## config.mk

```make
export PLATFORM = sky130hd
export DESIGN_NAME = circular_deque_flat
export DESIGN_NICKNAME = d
export VERILOG_FILES = /design/src/sv/cdq_pkg.sv /design/src/sv/cdq_req_if.sv /design/src/sv/cdq_rsp_if.sv /design/src/sv/cdq_cell.sv /design/src/sv/circular_deque.sv /design/src/flat_wrapper.sv
export SDC_FILE = /design/constraint.sdc
export NUM_CORES = 1
export LEC_CHECK = 0
export BUFFER_PORTS_ARGS = -buffer_cell sky130_fd_sc_hd__buf_4
export CORE_MARGIN = 1.5
export CORE_UTILIZATION = 55
export CTS_CLUSTER_SIZE = 24
export DETAILED_ROUTE_END_ITERATION = 10
export PLACE_DENSITY = 0.71
export SLEW_MARGIN = 10
export SYNTH_ARGS = -nofsm -noshare
export SYNTH_HDL_FRONTEND = slang
export SYNTH_SLANG_ARGS = --single-unit
```

## constraint.sdc

```tcl
create_clock -name clock -period 4.6 [get_ports clock]
set_input_delay 0.23 -clock clock [delete_from_list [all_inputs] [get_ports clock]]
set_output_delay 0.23 -clock clock [all_outputs]
set_load 0.02 [all_outputs]
```

## src/sv/cdq_pkg.sv

```systemverilog
// Shared constants and types for the circular deque.
`default_nettype none
package cdq_pkg;

   localparam int DEPTH       = 8;
   localparam int DATA_WIDTH  = 32;
   localparam int FIELD_WIDTH = 32;
   localparam int COUNT_WIDTH = $clog2(DEPTH + 1);
   localparam int STATUS_WIDTH = 2;
   localparam int KIND_WIDTH  = 2;

   localparam logic [KIND_WIDTH-1:0] KIND_INS_FRONT = 2'd0;
   localparam logic [KIND_WIDTH-1:0] KIND_INS_REAR  = 2'd1;
   localparam logic [KIND_WIDTH-1:0] KIND_REM_FRONT = 2'd2;
   localparam logic [KIND_WIDTH-1:0] KIND_REM_REAR  = 2'd3;

   localparam logic [STATUS_WIDTH-1:0] STATUS_DONE  = 2'd0;
   localparam logic [STATUS_WIDTH-1:0] STATUS_FULL  = 2'd1;
   localparam logic [STATUS_WIDTH-1:0] STATUS_EMPTY = 2'd2;

   typedef enum logic [2:0] {
      OP_HOLD,
      OP_PUSH_FRONT,
      OP_PUSH_REAR,
      OP_POP_FRONT,
      OP_POP_REAR
   } op_type;

   // Broadcast to every cell in the row each cycle.
   typedef struct packed {
      op_type                op;
      logic [DATA_WIDTH-1:0] ins_data;
   } ctl_type;

endpackage
`default_nettype wire

```

## src/sv/cdq_req_if.sv

```systemverilog
// Request channel: operation kind and element to insert.
`default_nettype none
interface cdq_req_if;
   logic                                valid;
   logic                                ready;
   logic [cdq_pkg::KIND_WIDTH-1:0]      kind;
   logic signed [cdq_pkg::FIELD_WIDTH-1:0] data_in;

   modport source (output valid, output kind, output data_in, input ready);
   modport sink   (input valid, input kind, input data_in, output ready);
endinterface
`default_nettype wire

```

## src/sv/cdq_rsp_if.sv

```systemverilog
// Response channel: removed element, status and occupancy.
`default_nettype none
interface cdq_rsp_if;
   logic                                   valid;
   logic                                   ready;
   logic signed [cdq_pkg::FIELD_WIDTH-1:0] data_out;
   logic [cdq_pkg::STATUS_WIDTH-1:0]       status;
   logic [cdq_pkg::COUNT_WIDTH-1:0]        occupancy;

   modport source (output valid, output data_out, output status, output occupancy,
                   input ready);
   modport sink   (input valid, input data_out, input status, input occupancy,
                   output ready);
endinterface
`default_nettype wire

```

## src/sv/cdq_cell.sv

```systemverilog
// One deque slot: holds an element and shifts with its neighbors.
`default_nettype none
module cdq_cell (
   input  wire logic                               clock,
   input  wire logic                               reset,
   input  wire cdq_pkg::ctl_type                   ctl,
   input  wire logic                               left_valid,
   input  wire logic [cdq_pkg::DATA_WIDTH-1:0]     left_data,
   input  wire logic                               right_valid,
   input  wire logic [cdq_pkg::DATA_WIDTH-1:0]     right_data,
   output logic                                    valid,
   output logic [cdq_pkg::DATA_WIDTH-1:0]          data,
   output logic                                    is_last
);

   logic                              valid_ff, valid_in;
   logic [cdq_pkg::DATA_WIDTH-1:0]    data_ff, data_in;

   assign valid   = valid_ff;
   assign data    = data_ff;
   assign is_last = valid_ff & ~right_valid;

   always_comb begin
      valid_in = valid_ff;
      data_in  = data_ff;
      unique case (ctl.op)
         cdq_pkg::OP_HOLD: begin
         end
         cdq_pkg::OP_PUSH_FRONT: begin
            valid_in = left_valid;
            data_in  = left_data;
         end
         cdq_pkg::OP_PUSH_REAR: begin
            // first empty slot takes the new item
            if (!valid_ff && left_valid) begin
               valid_in = 1'b1;
               data_in  = ctl.ins_data;
            end
         end
         cdq_pkg::OP_POP_FRONT: begin
            valid_in = right_valid;
            data_in  = right_data;
         end
         cdq_pkg::OP_POP_REAR: begin
            if (is_last) begin
               valid_in = 1'b0;
            end
         end
         default: begin
         end
      endcase
   end

   always_ff @(posedge clock) begin
      if (reset) begin
         valid_ff <= 1'b0;
      end else begin
         valid_ff <= valid_in;
      end
      data_ff <= data_in;
   end

endmodule
`default_nettype wire

```

## src/sv/circular_deque.sv

```systemverilog
// Circular deque top level: a row of shifting slots with the front at slot 0.
// The response is valid in the cycle after the request is accepted.
// Throughput: one item per cycle while the response side is ready; the slot row updates in the accept cycle and
// the response register frees up in the same cycle it is taken.
// Reset (synchronous, active high) empties the deque and drops any pending
// response; element data is not cleared.
`default_nettype none
module circular_deque (
   input  wire logic    clock,
   input  wire logic    reset,
   cdq_req_if.sink      req_ch,
   cdq_rsp_if.source    rsp_ch
);

   localparam int N = cdq_pkg::DEPTH;
   localparam int W = cdq_pkg::DATA_WIDTH;

   // slot row
   logic [N-1:0]         cell_valid;
   logic [N-1:0]         cell_last;
   logic [W-1:0]         cell_data [N];
   cdq_pkg::ctl_type     ctl;

   // occupancy and response register
   logic [cdq_pkg::COUNT_WIDTH-1:0]  count_ff, count_in;
   logic                             rsp_valid_ff, rsp_valid_in;
   logic [cdq_pkg::FIELD_WIDTH-1:0]  data_out_ff, data_out_in;
   logic [cdq_pkg::STATUS_WIDTH-1:0] status_ff, status_in;
   logic [cdq_pkg::COUNT_WIDTH-1:0]  occ_ff, occ_in;

   logic          accept;
   logic          is_insert;
   logic          full;
   logic          empty;
   logic [W-1:0]  rear_data;
   logic [W-1:0]  pick_data;

   // a new item goes in whenever the response slot is empty or draining
   assign req_ch.ready = ~rsp_valid_ff | rsp_ch.ready;
   assign accept       = req_ch.valid & req_ch.ready;

   assign is_insert = (req_ch.kind == cdq_pkg::KIND_INS_FRONT) ||
                      (req_ch.kind == cdq_pkg::KIND_INS_REAR);
   assign full  = (count_ff == cdq_pkg::COUNT_WIDTH'(N));
   assign empty = (count_ff == '0);

   // rear element is the one valid slot whose right neighbor is empty
   always_comb begin
      rear_data = '0;
      for (int i = 0; i < N; i++) begin
         rear_data = rear_data | (cell_data[i] & {W{cell_last[i]}});
      end
   end

   assign pick_data = (req_ch.kind == cdq_pkg::KIND_REM_FRONT) ? cell_data[0] : rear_data;

   always_comb begin
      ctl.op       = cdq_pkg::OP_HOLD;
      ctl.ins_data = req_ch.data_in[W-1:0];
      count_in     = count_ff;
      status_in    = cdq_pkg::STATUS_DONE;
      data_out_in  = '0;
      if (accept) begin
         if (is_insert) begin
            if (full) begin
               status_in = cdq_pkg::STATUS_FULL;
            end else begin
               // insert into empty lands in slot 0 for either end
               ctl.op   = (req_ch.kind == cdq_pkg::KIND_INS_FRONT) ?
                          cdq_pkg::OP_PUSH_FRONT : cdq_pkg::OP_PUSH_REAR;
               count_in = count_ff + 1'b1;
            end
         end else begin
            if (empty) begin
               status_in = cdq_pkg::STATUS_EMPTY;
            end else begin
               ctl.op      = (req_ch.kind == cdq_pkg::KIND_REM_FRONT) ?
                             cdq_pkg::OP_POP_FRONT : cdq_pkg::OP_POP_REAR;
               count_in    = count_ff - 1'b1;
               data_out_in = cdq_pkg::FIELD_WIDTH'(signed'(pick_data));
            end
         end
      end
      occ_in = count_in;
   end

   always_comb begin
      rsp_valid_in = rsp_valid_ff;
      if (accept) begin
         rsp_valid_in = 1'b1;
      end else if (rsp_ch.ready) begin
         rsp_valid_in = 1'b0;
      end
   end

   genvar g;
   generate
      for (g = 0; g < N; g++) begin : g_cell
         logic          lv, rv;
         logic [W-1:0]  ld, rd;
         if (g == 0) begin : g_head
            // slot 0 sees the incoming element as its left neighbor
            assign lv = 1'b1;
            assign ld = ctl.ins_data;
         end else begin : g_mid
            assign lv = cell_valid[g-1];
            assign ld = cell_data[g-1];
         end
         if (g == N - 1) begin : g_tail
            assign rv = 1'b0;
            assign rd = '0;
         end else begin : g_body
            assign rv = cell_valid[g+1];
            assign rd = cell_data[g+1];
         end
         cdq_cell u_cell (
            .clock       (clock),
            .reset       (reset),
            .ctl         (ctl),
            .left_valid  (lv),
            .left_data   (ld),
            .right_valid (rv),
            .right_data  (rd),
            .valid       (cell_valid[g]),
            .data        (cell_data[g]),
            .is_last     (cell_last[g])
         );
      end
   endgenerate

   always_ff @(posedge clock) begin
      if (reset) begin
         count_ff     <= '0;
         rsp_valid_ff <= 1'b0;
      end else begin
         count_ff     <= count_in;
         rsp_valid_ff <= rsp_valid_in;
      end
      if (accept) begin
         data_out_ff <= data_out_in;
         status_ff   <= status_in;
         occ_ff      <= occ_in;
      end
   end

   assign rsp_ch.valid     = rsp_valid_ff;
   assign rsp_ch.data_out  = data_out_ff;
   assign rsp_ch.status    = status_ff;
   assign rsp_ch.occupancy = occ_ff;

endmodule
`default_nettype wire
```

## src/flat_wrapper.sv

```systemverilog
// flat-port wrapper written by rule: the top's interface ports become plain ports
module circular_deque_flat 
  (clock, reset, req_ch_valid, req_ch_kind, req_ch_data_in, req_ch_ready, rsp_ch_valid, rsp_ch_data_out, rsp_ch_status, rsp_ch_occupancy, rsp_ch_ready);
  cdq_req_if req_ch_i ();
  cdq_rsp_if rsp_ch_i ();
  input  wire logic clock;
  input  wire logic reset;
  input wire logic [$bits(req_ch_i.valid)-1:0] req_ch_valid;
  input wire logic [$bits(req_ch_i.kind)-1:0] req_ch_kind;
  input wire logic [$bits(req_ch_i.data_in)-1:0] req_ch_data_in;
  output wire logic [$bits(req_ch_i.ready)-1:0] req_ch_ready;
  output wire logic [$bits(rsp_ch_i.valid)-1:0] rsp_ch_valid;
  output wire logic [$bits(rsp_ch_i.data_out)-1:0] rsp_ch_data_out;
  output wire logic [$bits(rsp_ch_i.status)-1:0] rsp_ch_status;
  output wire logic [$bits(rsp_ch_i.occupancy)-1:0] rsp_ch_occupancy;
  input wire logic [$bits(rsp_ch_i.ready)-1:0] rsp_ch_ready;
  assign req_ch_i.valid = req_ch_valid;
  assign req_ch_i.kind = req_ch_kind;
  assign req_ch_i.data_in = req_ch_data_in;
  assign req_ch_ready = req_ch_i.ready;
  assign rsp_ch_valid = rsp_ch_i.valid;
  assign rsp_ch_data_out = rsp_ch_i.data_out;
  assign rsp_ch_status = rsp_ch_i.status;
  assign rsp_ch_occupancy = rsp_ch_i.occupancy;
  assign rsp_ch_i.ready = rsp_ch_ready;
  circular_deque u_core (.clock(clock), .reset(reset), .req_ch(req_ch_i), .rsp_ch(rsp_ch_i));
endmodule
```

; Word-level counts from Yosys, hierarchy flattened
; Index checks and enable logic that the tools add are counted.
[totals]
output_inout_bits = 40
rom_bits = 0
inputBits = 38
mem_count = 0
register_bits = 307
latchBits = 0
elab_cells = 172
ramBits = 0
[classes]
n_mul = 0
n_eq_ne = 22
magnitude_cmp = 0
reduce_logical = 41
n_div = 0
bitwise_logic = 32
addsub = 2
muxes = 54
shift = 0
[op_table]
columns = op, n
row1 = 32-bit one-hot mux with 3 select lines, 8
row2 = 32-bit 2-to-1 mux, 9
row3 = 32-bit AND, 8
row4 = 32-bit bitwise OR, 7
row5 = 2-bit != test (second input constant), 15
row6 = 1-bit one-hot mux with 4 select lines, 6
row7 = 2-bit AND reduction, 10
row8 = 3-bit AND reduction, 6
row9 = 1-bit 2-to-1 mux, 17
row10 = 4-bit 2-to-1 mux, 4
row11 = 3-bit 2-to-1 mux, 5
row12 = 3-bit nonzero test, 3
row13 = 1-bit AND, 8
row14 = 1-bit NOT, 8
row15 = 1-bit logical AND, 7
row16 = 1-bit zero test, 7
row17 = 3-bit by 2-bit equality test with 1-bit output (second input constant), 2
row18 = 2-bit 2-to-1 mux, 3
row19 = 1-bit one-hot mux with 3 select lines, 2
row20 = 2-bit OR reduction, 3
row21 = 4-bit by 1-bit adder with 4-bit output (second input constant), 1
row22 = 4-bit equality test (second input constant), 1
row23 = 4-bit zero test, 1
row24 = 4-bit nonzero test, 1
row25 = other kinds (9), 9

; Logic depth before layout (Yosys ltp)
; Gate-level depths: netlist of run 1.
[depth]
ltp_word = 11
depth_mapped = 9
mapped_depth_nobuf = 6

; Modules after synthesis
; A second synthesis of run 1 with hierarchy kept.
[hier_totals]
cells_unflattened = 1507
area_unflattened_um2 = 17929.7
[modules_own_cells]
columns = module, seq_area_each_um2, area_per_inst_um2, cells_each, instances
row1 = cdq_cell, 980.9, 1864.3, 152, 8
row2 = circular_deque, 1241.2, 3015.4, 291, 1

; Least setup slack after synthesis of run 1
; Ideal clock, no wire load.
[synth_path]
path_type = register -> register
from = reg u_core.count_ff[0] in the netlist's numbering
to = reg u_core.g_cell[0].u_cell.data_ff (netlist bit u_core.g_cell[0].u_cell.data[0]) (enable)
arrival_ns = 3.065
path_buffers = 1
slack_ns = 1.103
stages_incl_launch_ff = 8
setup_time_ns = 0.432
t_required_ns = 4.168
cell_sequence = dfxtp_1 -> inv_1 -> ha_1 -> and3b_1 -> buf_6 -> a211oi_1 -> nand2_1 -> a21oi_1
[synth_between]
elab_chain_cells = 7
elab_cells_between_ends = 12
[synth_rtl]
columns = item, line_no
row1 = from (decl), circular_deque.sv:25  ; logic [cdq_pkg::COUNT_WIDTH-1:0] count_ff, count_in;
row2 = from (signal assigned), circular_deque.sv:136  ; count_ff <= count_in;
row3 = 4-bit equality test / 4-bit zero test (equally long branches), "circular_deque.sv:44, circular_deque.sv:45"
row4 = 3-bit 2-to-1 mux (on tied branches), "circular_deque.sv:65, circular_deque.sv:74"
row5 = 3-bit 2-to-1 mux (*), circular_deque.sv:64  ; if (is_insert) begin
row6 = 3-bit 2-to-1 mux (*), circular_deque.sv:63  ; if (accept) begin
row7 = 3-bit by 2-bit equality test with 1-bit output / 3-bit by 1-bit equality test with 1-bit output (equally long branches), cdq_cell.sv:26  ; unique case (ctl.op)
row8 = 2-bit != test (no line) / 3-bit nonzero test (equally long branches), --
row9 = 2-bit AND reduction (no line) (*), --
row10 = to (signal assigned), cdq_cell.sv:60  ; data_ff <= data_in;
row11 = to (decl), cdq_cell.sv:17  ; logic [cdq_pkg::DATA_WIDTH-1:0] data_ff, data_in;
; Mark *: on every way between the ends. The rest lies on a longest branch, timed or not.
; A chain may end at the register's enable or synchronous reset.

; Worst setup path after layout of run 1
[layout_path]
from = reg u_core.count_ff[0] in the netlist's numbering
to = reg u_core.g_cell[0].u_cell.data_ff (netlist bit u_core.g_cell[0].u_cell.data[31]) (enable)
; The elaborated chain is that of the path after synthesis.

==> impl_metrics.yaml, run 1 <==
outcome:
  status: "complete, no violations"
worst_setup_path:
  cp_max_fo: 22
  path_class: "reg -> reg"
  start_kind: "flop"
  r2r-end: "u_core.g_cell[0].u_cell.data[31]$_DFFE_PP_"
  arrival_ns: 3.56
  required_ns: 4.75
  worstSetupPathDepth: 7
  crit_slowest_cell: "a21oi_4"
  critPathCapture: "u_core.g_cell[0].u_cell.data[31]$_DFFE_PP_"
  critPathMaxStageDelay_ns: 0.63
  cp-startpoint: "u_core.count_ff[0]$_SDFF_PP0_"
  critPathCaptureType: "flop"
  path_buf_inv: 2
  path_cells: "inv_1 > ha_1 > and3b_1 > a211oi_1 > nand2_1 > a21oi_4 > buf_4"
  r2r_start: "u_core.count_ff[0]$_SDFF_PP0_"
  reg2reg_setup_slack_ns: 1.19
  critical_path.top_delay_family: "compound AO/OA/AOI/OAI gates"
  reg2regPathDepth: 7
logic_synthesis:
  netlist_instances: 1050
  synthTopCellsByCount: "294 x edfxtp_1, 192 x a221o_1, 57 x buf_2"
  synth.largest_area_cell: "edfxtp_1"
  syn_avg_cell_area_um2: 14.08
  yosysSeqAreaShare_pct: 61.48
  synth_cell_types: 51
  ys_async_sr_fraction_pct: 0
  synth_area_leaders: "edfxtp_1 60%, a221o_1 13%, a22oi_1 2.7%"
  syn_nets: 1090
  synth_top_area_share_pct: 59.72
  synth_edf_count: 294
  synth_seq_cells: 307
  ys.flop_type: "edfxtp_1"
  yosysMostFrequentCell: "edfxtp_1"
  ys_warn_count: 0
  synth_area_um2: 14780
placed_design:
  portBuffers: 77
  dp_hpwl_mm: 22.08
  gp_congestion: 0.8183
  place_area_um2: 15530
  pre_cts_slack_ns: 1.212
sta:
  grt_setup_unrepaired: "no"
  fin_ws_ns: 1.189
  slew_headroom_pct: 16.83
  finalCriticalPeriod_ns: 3.411
  worst-slew-pin-transition_ns: 1.238
  finalSetupViolCount: 0
  period_share_pct: 74.15
  finalHoldViolCount: 0
  fin_skew_ns: 0.02473
  report.final.slew_viol_count: 0
  fmax_mhz: 293.2
  fin_hold_ws_ns: 0.009148
  setup_tns_ns: 0
pwr:
  p_leak_uw: 0.005879
  clockPowerShare_pct: 36.5
  pwr-share-seq_pct: 47.5
  internal_power_uw: 5695
  ir_drop_mv: 0.2497
  p_sw_uw: 2059
  pwr_density_cell_nw_per_um2: 461.5
  p_total_uw: 7754
  comb_power_share_pct: 16.0
  sw_frac_of_total_pct: 26.55
routing:
  drtAntennaViolNets: 0
  wirelength_mm: 38.08
  firstDrtPassIters: 7
  vias: 10430
  drc: 0
  vias_per_cell: 7.273
  avgRoutedWirePerCell_um: 26.55
  drt_iter0_markers: 1473
grt:
  antenna_found_initial: 0
  overflow: 0
  grt_pass1_wl_mm: 59.42
  grt_pass1_vias: 10350
  grt_max_degree: 81
  grtUsageTotal_pct: 27.21
die:
  initial_core_util_pct: 56.41
  core_area_um2: 26210
  pin_count: 78
  rows: 59
  die_h_um: 166.9
  fp.dieArea_um2: 27870
  die-width_um: 166.9
job:
  max_cap_viol_count: 0
cts:
  htreeDepth: 2
  post_cts_buffers: 0
  clkTransAtPathRegs_ns: 0.06
  cts_made_buffers: 34
  cts_root_buffer: "clkbuf_16"
  cts.sinks: 307
  cts_buffer_depth: 3
  insertion_delay_ns: 0.53
  cts_tree: "yes"
final_layout:
  multi_input_area_um2: 5096
  final_area_um2: 16800
  layout.nets: 1116
  fillers: 1906
  drive_gt1_share_pct: 17.38
  antenna_cells: 0
  regArea_um2: 9090
  syn_to_final_growth_pct: 13.66
min_path:
  hp-class: "in -> reg"
layout make-up:
type	count	share of cell area, %
well taps	335	2.495
inverters	13	0.2904
clock inverters	23	1.765
clock buffers	36	5.108
multi-input cells	600	30.33
flip-flops and latches	307	54.10
repair buffers	120	5.913
through the flow:
step | utilization (%) | std cells
2_1_floorplan | - | 1050
3_3_place_gp | 59.25 | 1363
3_5_place_dp | 59.25 | 1363
4_1_cts | 64.12 | 1434
5_1_grt | 64.12 | 1434
6_report | 64.12 | 1434
worst register-to-register path, delay by kind of cell, from the launching register on:
kind	cells	cell delay, ns
AO/OA/AOI/OAI	2	0.99
adder cells (fa/ha/maj)	1	0.25
buffers and inverters	2	0.60
flip-flops	1	0.40
AND/OR/NAND/NOR	2	0.80
what timing repair did:
| item | CTS | global route |
|---|---|---|
| hold buffers | 12 | 0 |
| hold endpoints to repair | 13 | 0 |
| gates resized for setup | 0 | 0 |
flip-flops by register name, indices dropped and copies added, names as in the netlist:
| signal | flops |
|---|---|
| u_core.count_ff | 4 |
| u_core.g_cell.u_cell.data | 256 |
| u_core.rsp_ch.occupancy | 4 |
| u_core.rsp_ch.status | 2 |
| u_core.g_cell.u_cell.valid | 8 |
| u_core.rsp_ch.valid | 1 |
| u_core.rsp_ch.data_out | 32 |
power groups by stage:
| stage | Clock, uW | Sequential [uW] | Combinational [uW] |
|---|---|---|---|
| 2_1_floorplan | 0 | 3690 | 824 |
| 3_3_place_gp | 0 | 3720 | 1190 |
| 3_5_place_dp | 0 | 3730 | 1220 |
| 4_1_cts | 2870 | 3670 | 1230 |
| 5_1_grt | 2980 | 3710 | 1330 |
| 6_report | 2830 | 3680 | 1240 |
cells by family (layout without fill, tap and decap cells):
logic type / count (synthesis) / count (layout) / synth area share, %
buf+inv: 143 / 192 / 4.977
simple gates: 151 / 151 / 6.407
xor+xnor: 2 / 2 / 0.1185
mux: 32 / 32 / 2.438
fa+ha+maj: 2 / 2 / 0.1692
compound gates: 413 / 413 / 24.41
flops: 307 / 307 / 61.48
cell usage in the layout, fill, tap and decap left out, drive strengths merged, types with 10 or more instances in the layout:
master,instances
a221o,192
dlygate4sd3,12
buf,108
a222oi,21
inv,16
mux2,32
a21o,32
a211oi,14
a21oi,30
nand2b,14
edfxtp,294
a22oi,53
clkinv,12
nand4,11
nand3b,18
a22o,32
nand2,20
nand3,25
o21ai,10
dfxtp,13
clkbuf,36
and2,36
routing by layer:
metal | vias up | GRT usage [%] | wire (um)
met5 | - | 0 | 0
met4 | 0 | 9.170 | 833
met3 | 62 | 4.491 | 3225
met2 | 572 | 43.33 | 18150
met1 | 5265 | 38.18 | 15870
li1 | 4531 | - | -
worst min path at each step:
stage / startpoint / depth (start not counted) / end
floorplan: reset / 1 / u_core.count_ff[0]$_SDFF_PP0_
global placement: req_ch_data_in[25] / 2 / u_core.g_cell[0].u_cell.data[25]$_DFFE_PP_
finish: req_ch_data_in[0] / 2 / u_core.g_cell[0].u_cell.data[0]$_DFFE_PP_
CTS: req_ch_data_in[23] / 2 / u_core.g_cell[0].u_cell.data[23]$_DFFE_PP_
global route: req_ch_data_in[24] / 2 / u_core.g_cell[0].u_cell.data[24]$_DFFE_PP_
detailed placement: req_ch_data_in[22] / 2 / u_core.g_cell[0].u_cell.data[22]$_DFFE_PP_
Note: power is estimated with default switching activity, not from simulation.
==> inputs of run 2 (changes only) <==
--- a/config.mk
+++ b/config.mk
@@ -5,6 +5,7 @@
 export SDC_FILE = /design/constraint.sdc
 export NUM_CORES = 1
 export LEC_CHECK = 0
+export ABC_AREA = 1
 export BUFFER_PORTS_ARGS = -buffer_cell sky130_fd_sc_hd__buf_4
 export CORE_MARGIN = 1.5
 export CORE_UTILIZATION = 55
==> constraint.sdc (replaced) <==
create_clock -name clock -period 3.3 [get_ports clock]
set_input_delay 0.165 -clock clock [delete_from_list [all_inputs] [get_ports clock]]
set_output_delay 0.165 -clock clock [all_outputs]
set_load 0.02 [all_outputs]
==> run 2 against run 1 <==
Compared with the run above: critical path depth grew 1; critical path type unchanged; via count grew 17%; fmax grew 28%; flip-flop and latch count is the same; largest power group unchanged; first-iteration DRC count grew 18%; core utilization grew 0.21 points; final cell count grew 37%; die area grew 5.2%; non-clock buffer count grew 35.
==> impl_metrics.yaml, run 2 <==
routing:
  wl_met1_mm: 17.39
  drtAntennaViolNets: 0
  wirelength_mm: 42.75
  avgRoutedWirePerCell_um: 21.75
  firstDrtPassIters: 6
  highest_layer: "met4"
  drc: 0
  drt_iter0_markers: 1734
  vias_per_cell: 6.195
  route.met2.wl_mm: 19.88
  vias: 12170
  wl_met3_mm: 4.257
die:
  die_h_um: 171.3
  core_area_um2: 27860
  rows: 61
  pin_count: 78
  fp.dieArea_um2: 29330
  initial_core_util_pct: 55.90
  die-width_um: 171.3
worst_setup_path:
  cp_max_fo: 24
  reg2reg_setup_slack_ns: 0.64
  crit_slowest_cell: "o21ai_4"
  arrival_ns: 2.85
  crit_path_frequent_cell: "nor2_4"
  r2r-end: "u_core.g_cell[2].u_cell.data[15]$_DFFE_PP_"
  r2r_start: "u_core.count_ff[0]$_SDFF_PP0_"
  critPathCaptureType: "flop"
  start_kind: "flop"
  path_cells: "inv_1 > ha_1 > nand3_2 > nor2_4 > nor2_4 > nand2_2 > o21ai_4 > buf_12"
  reg2regPathDepth: 8
  critPathMaxStageDelay_ns: 0.56
  path_class: "reg -> reg"
  required_ns: 3.50
min_path:
  min_to: "u_core.g_cell[0].u_cell.data[1]$_DFFE_PP_"
  holdPathStages: 3
  min_from: "req_ch_data_in[1]"
  hp-class: "in -> reg"
logic_synthesis:
  synth_seq_cells: 307
  syn_nets: 1502
  ys.flop_type: "edfxtp_1"
  synth_area_um2: 15570
  synth_area_leaders: "edfxtp_1 57%, o221ai_1 6.1%, inv_1 5.8%"
  synth_edf_count: 294
  ys_async_sr_fraction_pct: 0
  synth_cell_types: 35
  ys_warn_count: 0
  synth.largest_area_cell: "edfxtp_1"
  syn_avg_cell_area_um2: 10.65
  synthTopCellsByCount: "294 x edfxtp_1, 242 x inv_1, 233 x nand2_1"
  netlist_instances: 1462
  yosysMostFrequentCell: "edfxtp_1"
  synth_top_area_share_pct: 56.69
  yosysSeqAreaShare_pct: 58.36
final_layout:
  syn_to_final_growth_pct: 15.06
  layout.cells.most_common: "edfxtp_1"
  antenna_cells: 0
  largest_reg_flops: 256
  layout.nets: 1605
  fin_util_pct: 64.32
  mostFrequentLayoutCells: "294 x edfxtp_1, 242 x inv_1, 233 x nand2_1, 115 x nor2_1, 114 x buf_4"
  drive_gt1_share_pct: 16.32
  final_area_um2: 17920
grt:
  grt_pass1_wl_mm: 65.81
  grtUsageTotal_pct: 29.53
  grt_pass1_vias: 11810
  grt_max_degree: 87
  overflow: 0
  antenna_found_initial: 0
sta:
  fin_hold_ws_ns: 0.01434
  fin_skew_ns: 0.01412
  finalCriticalPeriod_ns: 2.658
  report.final.slew_viol_count: 0
  slew_headroom_pct: 38.08
  grt_setup_unrepaired: "no"
  finalHoldViolCount: 0
  period_share_pct: 80.56
  worst-slew-pin-transition_ns: 0.9266
  fmax_mhz: 376.2
  finalSetupViolCount: 0
placed_design:
  place_area_um2: 16580
  gp_congestion: 0.8619
  portBuffers: 77
  dp_hpwl_mm: 24.72
cts:
  cts_root_buffer: "clkbuf_16"
  insertion_delay_ns: 0.52
  clkTransAtPathRegs_ns: 0.06
  htreeDepth: 2
  cts_made_buffers: 35
  cts_tree: "yes"
  cts_buffer_depth: 3
  cts.sinks: 307
pwr:
  p_sw_uw: 3090
  comb_power_share_pct: 20.1
  clockPowerShare_pct: 34.0
  pwr_density_cell_nw_per_um2: 590.4
  internal_power_uw: 7489
  sw_frac_of_total_pct: 29.21
  pwr-share-seq_pct: 45.9
  p_leak_uw: 0.007125
  ir_drop_mv: 0.4323
outcome:
  status: "complete, no violations"
job:
  max_cap_viol_count: 0
==> run 2: cell types whose count changed in the layout (fill, tap and decap cells not counted), moves of 53 or more <==
cell / delta
inv_1: +233
nand2_1: +214
a221o_1: -192
nor2_1: +113
o221ai_1: +109
o22ai_1: +90
o21ai_0: +61
a22oi_1: -53
==> run 2: kinds of logic after synthesis <==
logic type	after synthesis	share of synthesized area (%)
adders and majority gates	2	0.1607
xor gates and xnor gates	2	0.1125
and+or+nand+nor	401	10.94
DFF	307	58.36
AOI/OAI and AO/OA	412	20.60
buffers and inverters	338	9.826
==> run 2: worst max-delay path, delay by kind of cell, from the launching register on <==
kind | cells | cell delay (ns)
buffers and inverters | 2 | 0.38
DFF | 1 | 0.36
adders and majority gates | 1 | 0.30
and+or+nand+nor | 4 | 0.75
AOI/OAI and AO/OA | 1 | 0.56
==> run 2: layer usage <==
layer | up-vias | global-route usage, %
met4 | 0 | 10.68
met2 | 715 | 46.59
met1 | 5824 | 41.58
met3 | 109 | 4.671
li1 | 5526 | -
met5 | - | 0
==> run 2: how the worst max path moves through the flow <==
stage / from / end / cells after the start
floorplan: u_core.count_ff[0]$_SDFF_PP0_ / u_core.g_cell[0].u_cell.data[0]$_DFFE_PP_ / 8
global placement: u_core.count_ff[0]$_SDFF_PP0_ / u_core.g_cell[4].u_cell.valid$_SDFFE_PP0P_ / 11
detailed placement: u_core.count_ff[0]$_SDFF_PP0_ / u_core.g_cell[7].u_cell.data[27]$_DFFE_PP_ / 8
CTS: u_core.count_ff[0]$_SDFF_PP0_ / u_core.g_cell[2].u_cell.data[15]$_DFFE_PP_ / 8
global route: u_core.count_ff[0]$_SDFF_PP0_ / u_core.g_cell[4].u_cell.valid$_SDFFE_PP0P_ / 11
finish: u_core.count_ff[0]$_SDFF_PP0_ / u_core.g_cell[2].u_cell.data[15]$_DFFE_PP_ / 8
==> run 2: through the flow <==
| stage | TNS (ns) | total power [uW] | worst slack [ns] | cells |
|---|---|---|---|---|
| 6_report | 0 | 10580 | 0.6416 | 1965 |
| 5_1_grt | 0 | 10950 | 0.4428 | 1965 |
| 4_1_cts | 0 | 10560 | 0.6502 | 1965 |
| 3_5_place_dp | 0 | 6977 | 0.6664 | 1874 |
| 3_3_place_gp | 0 | 6934 | 0.7394 | 1874 |
| 2_1_floorplan | -200.95 | 6287 | -0.7849 | 1462 |
==> run 2: repair_timing <==
| item | CTS | global route |
|---|---|---|
| endpoints found under the hold margin | 34 | 0 |
| buffers inserted | 0 | 0 |
| endpoints found under the setup margin | 0 | 0 |
| hold buffers | 32 | 0 |
| resized for setup | 0 | 0 |
==> run 2: power groups by stage <==
| stage | logic, uW | clock network [uW] | registers [uW] |
|---|---|---|---|
| global route | 2300 | 3760 | 4880 |
| CTS | 2090 | 3610 | 4850 |
| global placement | 2010 | 0 | 4920 |
| floorplan | 1290 | 0 | 5000 |
| detailed placement | 2040 | 0 | 4930 |
| finish | 2130 | 3600 | 4860 |
==> run 2: final cells by class <==
type	count	area [um2]
inverters	249	937.1
clock buffers	44	919.6
flip-flops and latches	307	9089
repair buffers	155	1356
fillers	2172	9940
clock inverters	15	100.1
multi-input cells	817	5044
well taps	378	473.0
==> inputs of run 3 (changes only) <==
--- a/config.mk
+++ b/config.mk
@@ -5,13 +5,13 @@
 export SDC_FILE = /design/constraint.sdc
 export NUM_CORES = 1
 export LEC_CHECK = 0
-export ABC_AREA = 1
+export ABC_AREA = 0
 export BUFFER_PORTS_ARGS = -buffer_cell sky130_fd_sc_hd__buf_4
 export CORE_MARGIN = 1.5
 export CORE_UTILIZATION = 55
 export CTS_CLUSTER_SIZE = 24
 export DETAILED_ROUTE_END_ITERATION = 10
-export PLACE_DENSITY = 0.71
+export PLACE_DENSITY = 0.74
 export SLEW_MARGIN = 10
 export SYNTH_ARGS = -nofsm -noshare
 export SYNTH_HDL_FRONTEND = slang
==> constraint.sdc (replaced) <==
create_clock -name clock -period 2.2 [get_ports clock]
set_input_delay 0.11 -clock clock [delete_from_list [all_inputs] [get_ports clock]]
set_output_delay 0.11 -clock clock [all_outputs]
set_load 0.02 [all_outputs]
==> run 3 against run 2 <==
Compared with the run above: first-iteration DRC count shrank 5.0%; register-to-register slack got worse by 0.59 ns; clock power grew 58%; non-clock buffer count is 44 higher; design area fell by 0.66%; setup slack lost 0.59 ns; core utilization increased by 3.6 points; routed wire length down 3.6%; final cell count shrank 23%; largest cell class unchanged.
==> impl_metrics.yaml, run 3 (same netlist as run 1, synthesis figures left out) <==
final_layout:
  layout.cells.most_common: "edfxtp_1"
  syn_to_final_growth_pct: 20.41
  final_cells: 1515
  mostFrequentLayoutCells: "294 x edfxtp_1, 192 x a221o_1, 131 x buf_4, 53 x a22oi_1, 36 x and2_1"
  layout.nets: 1195
  largest_reg_flops: 256
  antenna_cells: 0
  final_area_um2: 17800
  drive_gt1_share_pct: 21.19
placed_design:
  dp.cells: 1415
  pre_cts_slack_ns: 0.01908
  portBuffers: 77
  place_area_um2: 16270
  gp_congestion: 0.8298
  dp_hpwl_mm: 23.90
worst_setup_path:
  arrival_ns: 2.35
  reg2regPathDepth: 7
  start_kind: "flop"
  path_class: "reg -> reg"
  cp-startpoint: "u_core.count_ff[0]$_SDFF_PP0_"
  cp_max_fo: 22
  reg2reg_setup_slack_ns: 0.05
  required_ns: 2.40
  critPathCaptureType: "flop"
  r2r_start: "u_core.count_ff[0]$_SDFF_PP0_"
  r2r-end: "u_core.g_cell[3].u_cell.data[26]$_DFFE_PP_"
pwr:
  pwr_density_cell_nw_per_um2: 924.6
  comb_power_share_pct: 19.0
  internal_power_uw: 11990
  p_sw_uw: 4467
  ir_drop_mv: 0.7245
  clockPowerShare_pct: 34.6
  p_leak_uw: 0.006339
  pwr-share-seq_pct: 46.5
  sw_frac_of_total_pct: 27.15
  p_total_uw: 16460
die:
  fp.dieArea_um2: 27870
  die_h_um: 166.9
  initial_core_util_pct: 56.41
  die-width_um: 166.9
  rows: 59
  pin_count: 78
  core_area_um2: 26210
sta:
  grt_setup_unrepaired: "yes"
  finalSetupViolCount: 0
  finalCriticalPeriod_ns: 2.152
  period_share_pct: 97.81
  fin_ws_ns: 0.04822
  fmax_mhz: 464.7
  finalHoldViolCount: 0
  worst-slew-pin-transition_ns: 0.9970
  fin_skew_ns: 0.01924
  report.final.slew_viol_count: 0
  setup_tns_ns: 0
  slew_headroom_pct: 33.23
min_path:
  hp-class: "in -> reg"
  holdPathStages: 3
  min_to: "u_core.count_ff[2]$_SDFF_PP0_"
  min_from: "req_ch_kind[1]"
cts:
  cts_made_buffers: 34
  cts_root_buffer: "clkbuf_16"
  cts_tree: "yes"
  clkTransAtPathRegs_ns: 0.06
  cts.sinks: 307
  cts_buffer_depth: 3
  htreeDepth: 2
  insertion_delay_ns: 0.52
routing:
  drt_iter0_markers: 1647
  wirelength_mm: 41.22
  vias_per_cell: 7.297
  drc: 0
  drtAntennaViolNets: 0
  avgRoutedWirePerCell_um: 27.21
  firstDrtPassIters: 6
  vias: 11060
job:
  max_cap_viol_count: 0
grt:
  grt_max_degree: 56
  grt_pass1_vias: 10650
  antenna_found_initial: 0
  grtUsageTotal_pct: 29.04
  grt_pass1_wl_mm: 62.64
  overflow: 0
outcome:
  status: "complete, no violations"
run 3: changes by cell type in the layout (fill, tap and decap cells not counted), sizes merged, moves of 73 or more:
cell    change
nor2      -119
nand2     -231
o221ai    -160
o22ai      -89
inv       -233
a221o     +192
o21ai      -73
run 3: worst max-delay path, stage by stage (launching register included):
cell	delay (ns)
dfxtp_2	0.34
inv_2	0.05
ha_4	0.17
and3b_2	0.29
a211oi_4	0.28
nand2_4	0.21
a21oi_4	0.24
buf_12	0.25
run 3: worst max-delay path by stage:
stage	endpoint	cells past startpoint
after floorplan	u_core.g_cell[1].u_cell.data[0]$_DFFE_PP_	7
after global placement	u_core.g_cell[3].u_cell.data[25]$_DFFE_PP_	7
after detailed placement	u_core.g_cell[0].u_cell.data[26]$_DFFE_PP_	7
after CTS	u_core.g_cell[0].u_cell.data[25]$_DFFE_PP_	7
after global routing	u_core.g_cell[3].u_cell.data[26]$_DFFE_PP_	7
final	u_core.g_cell[3].u_cell.data[26]$_DFFE_PP_	7
run 3: power groups by stage:
stage | clock network (uW) | registers (uW) | logic, uW
after CTS | 5750 | 7620 | 3030
after floorplan | 0 | 7710 | 1780
final | 5690 | 7650 | 3120
after global placement | 0 | 7720 | 2900
after detailed placement | 0 | 7730 | 2970
after global routing | 6000 | 7690 | 3290
run 3: what timing repair did:
action | in CTS | in global routing
buffers inserted | 0 | 4
endpoints found under the setup margin | 9 | 78
hold buffers | 34 | 0
endpoints found under the hold margin | 45 | 0
pin swaps | 2 | 2
gates cloned | 0 | 1
resized for setup | 1 | 0
run 3: stage by stage:
| stage | util [%] | hold slack [ns] |
|---|---|---|
| final | 67.92 | 0.01883 |
| after global routing | 67.92 | 0.03475 |
| after CTS | 67.62 | 0.002969 |
| after detailed placement | 62.10 | 0.4060 |
| after global placement | 62.10 | 0.3979 |
| after floorplan | - | 0.1742 |
run 3: layout make-up:
| type | count | area, um2 |
|---|---|---|
| clock buffer | 38 | 865.8 |
| clock inverter | 23 | 237.7 |
| fill | 1791 | 8407 |
| inverter | 13 | 51.30 |
| multi-input combinational | 600 | 5125 |
| sequential | 307 | 9091 |
| tap | 335 | 419.2 |
| timing repair buffer | 199 | 2009 |
run 3: metal layers:
metal / up-vias / track usage, % / routed length (um)
met5: - / 0 / 0
met4: 0 / 11.15 / 1246
met3: 113 / 4.301 / 4009
met2: 766 / 45.66 / 19360
met1: 5475 / 41.04 / 16600
li1: 4701 / - / -
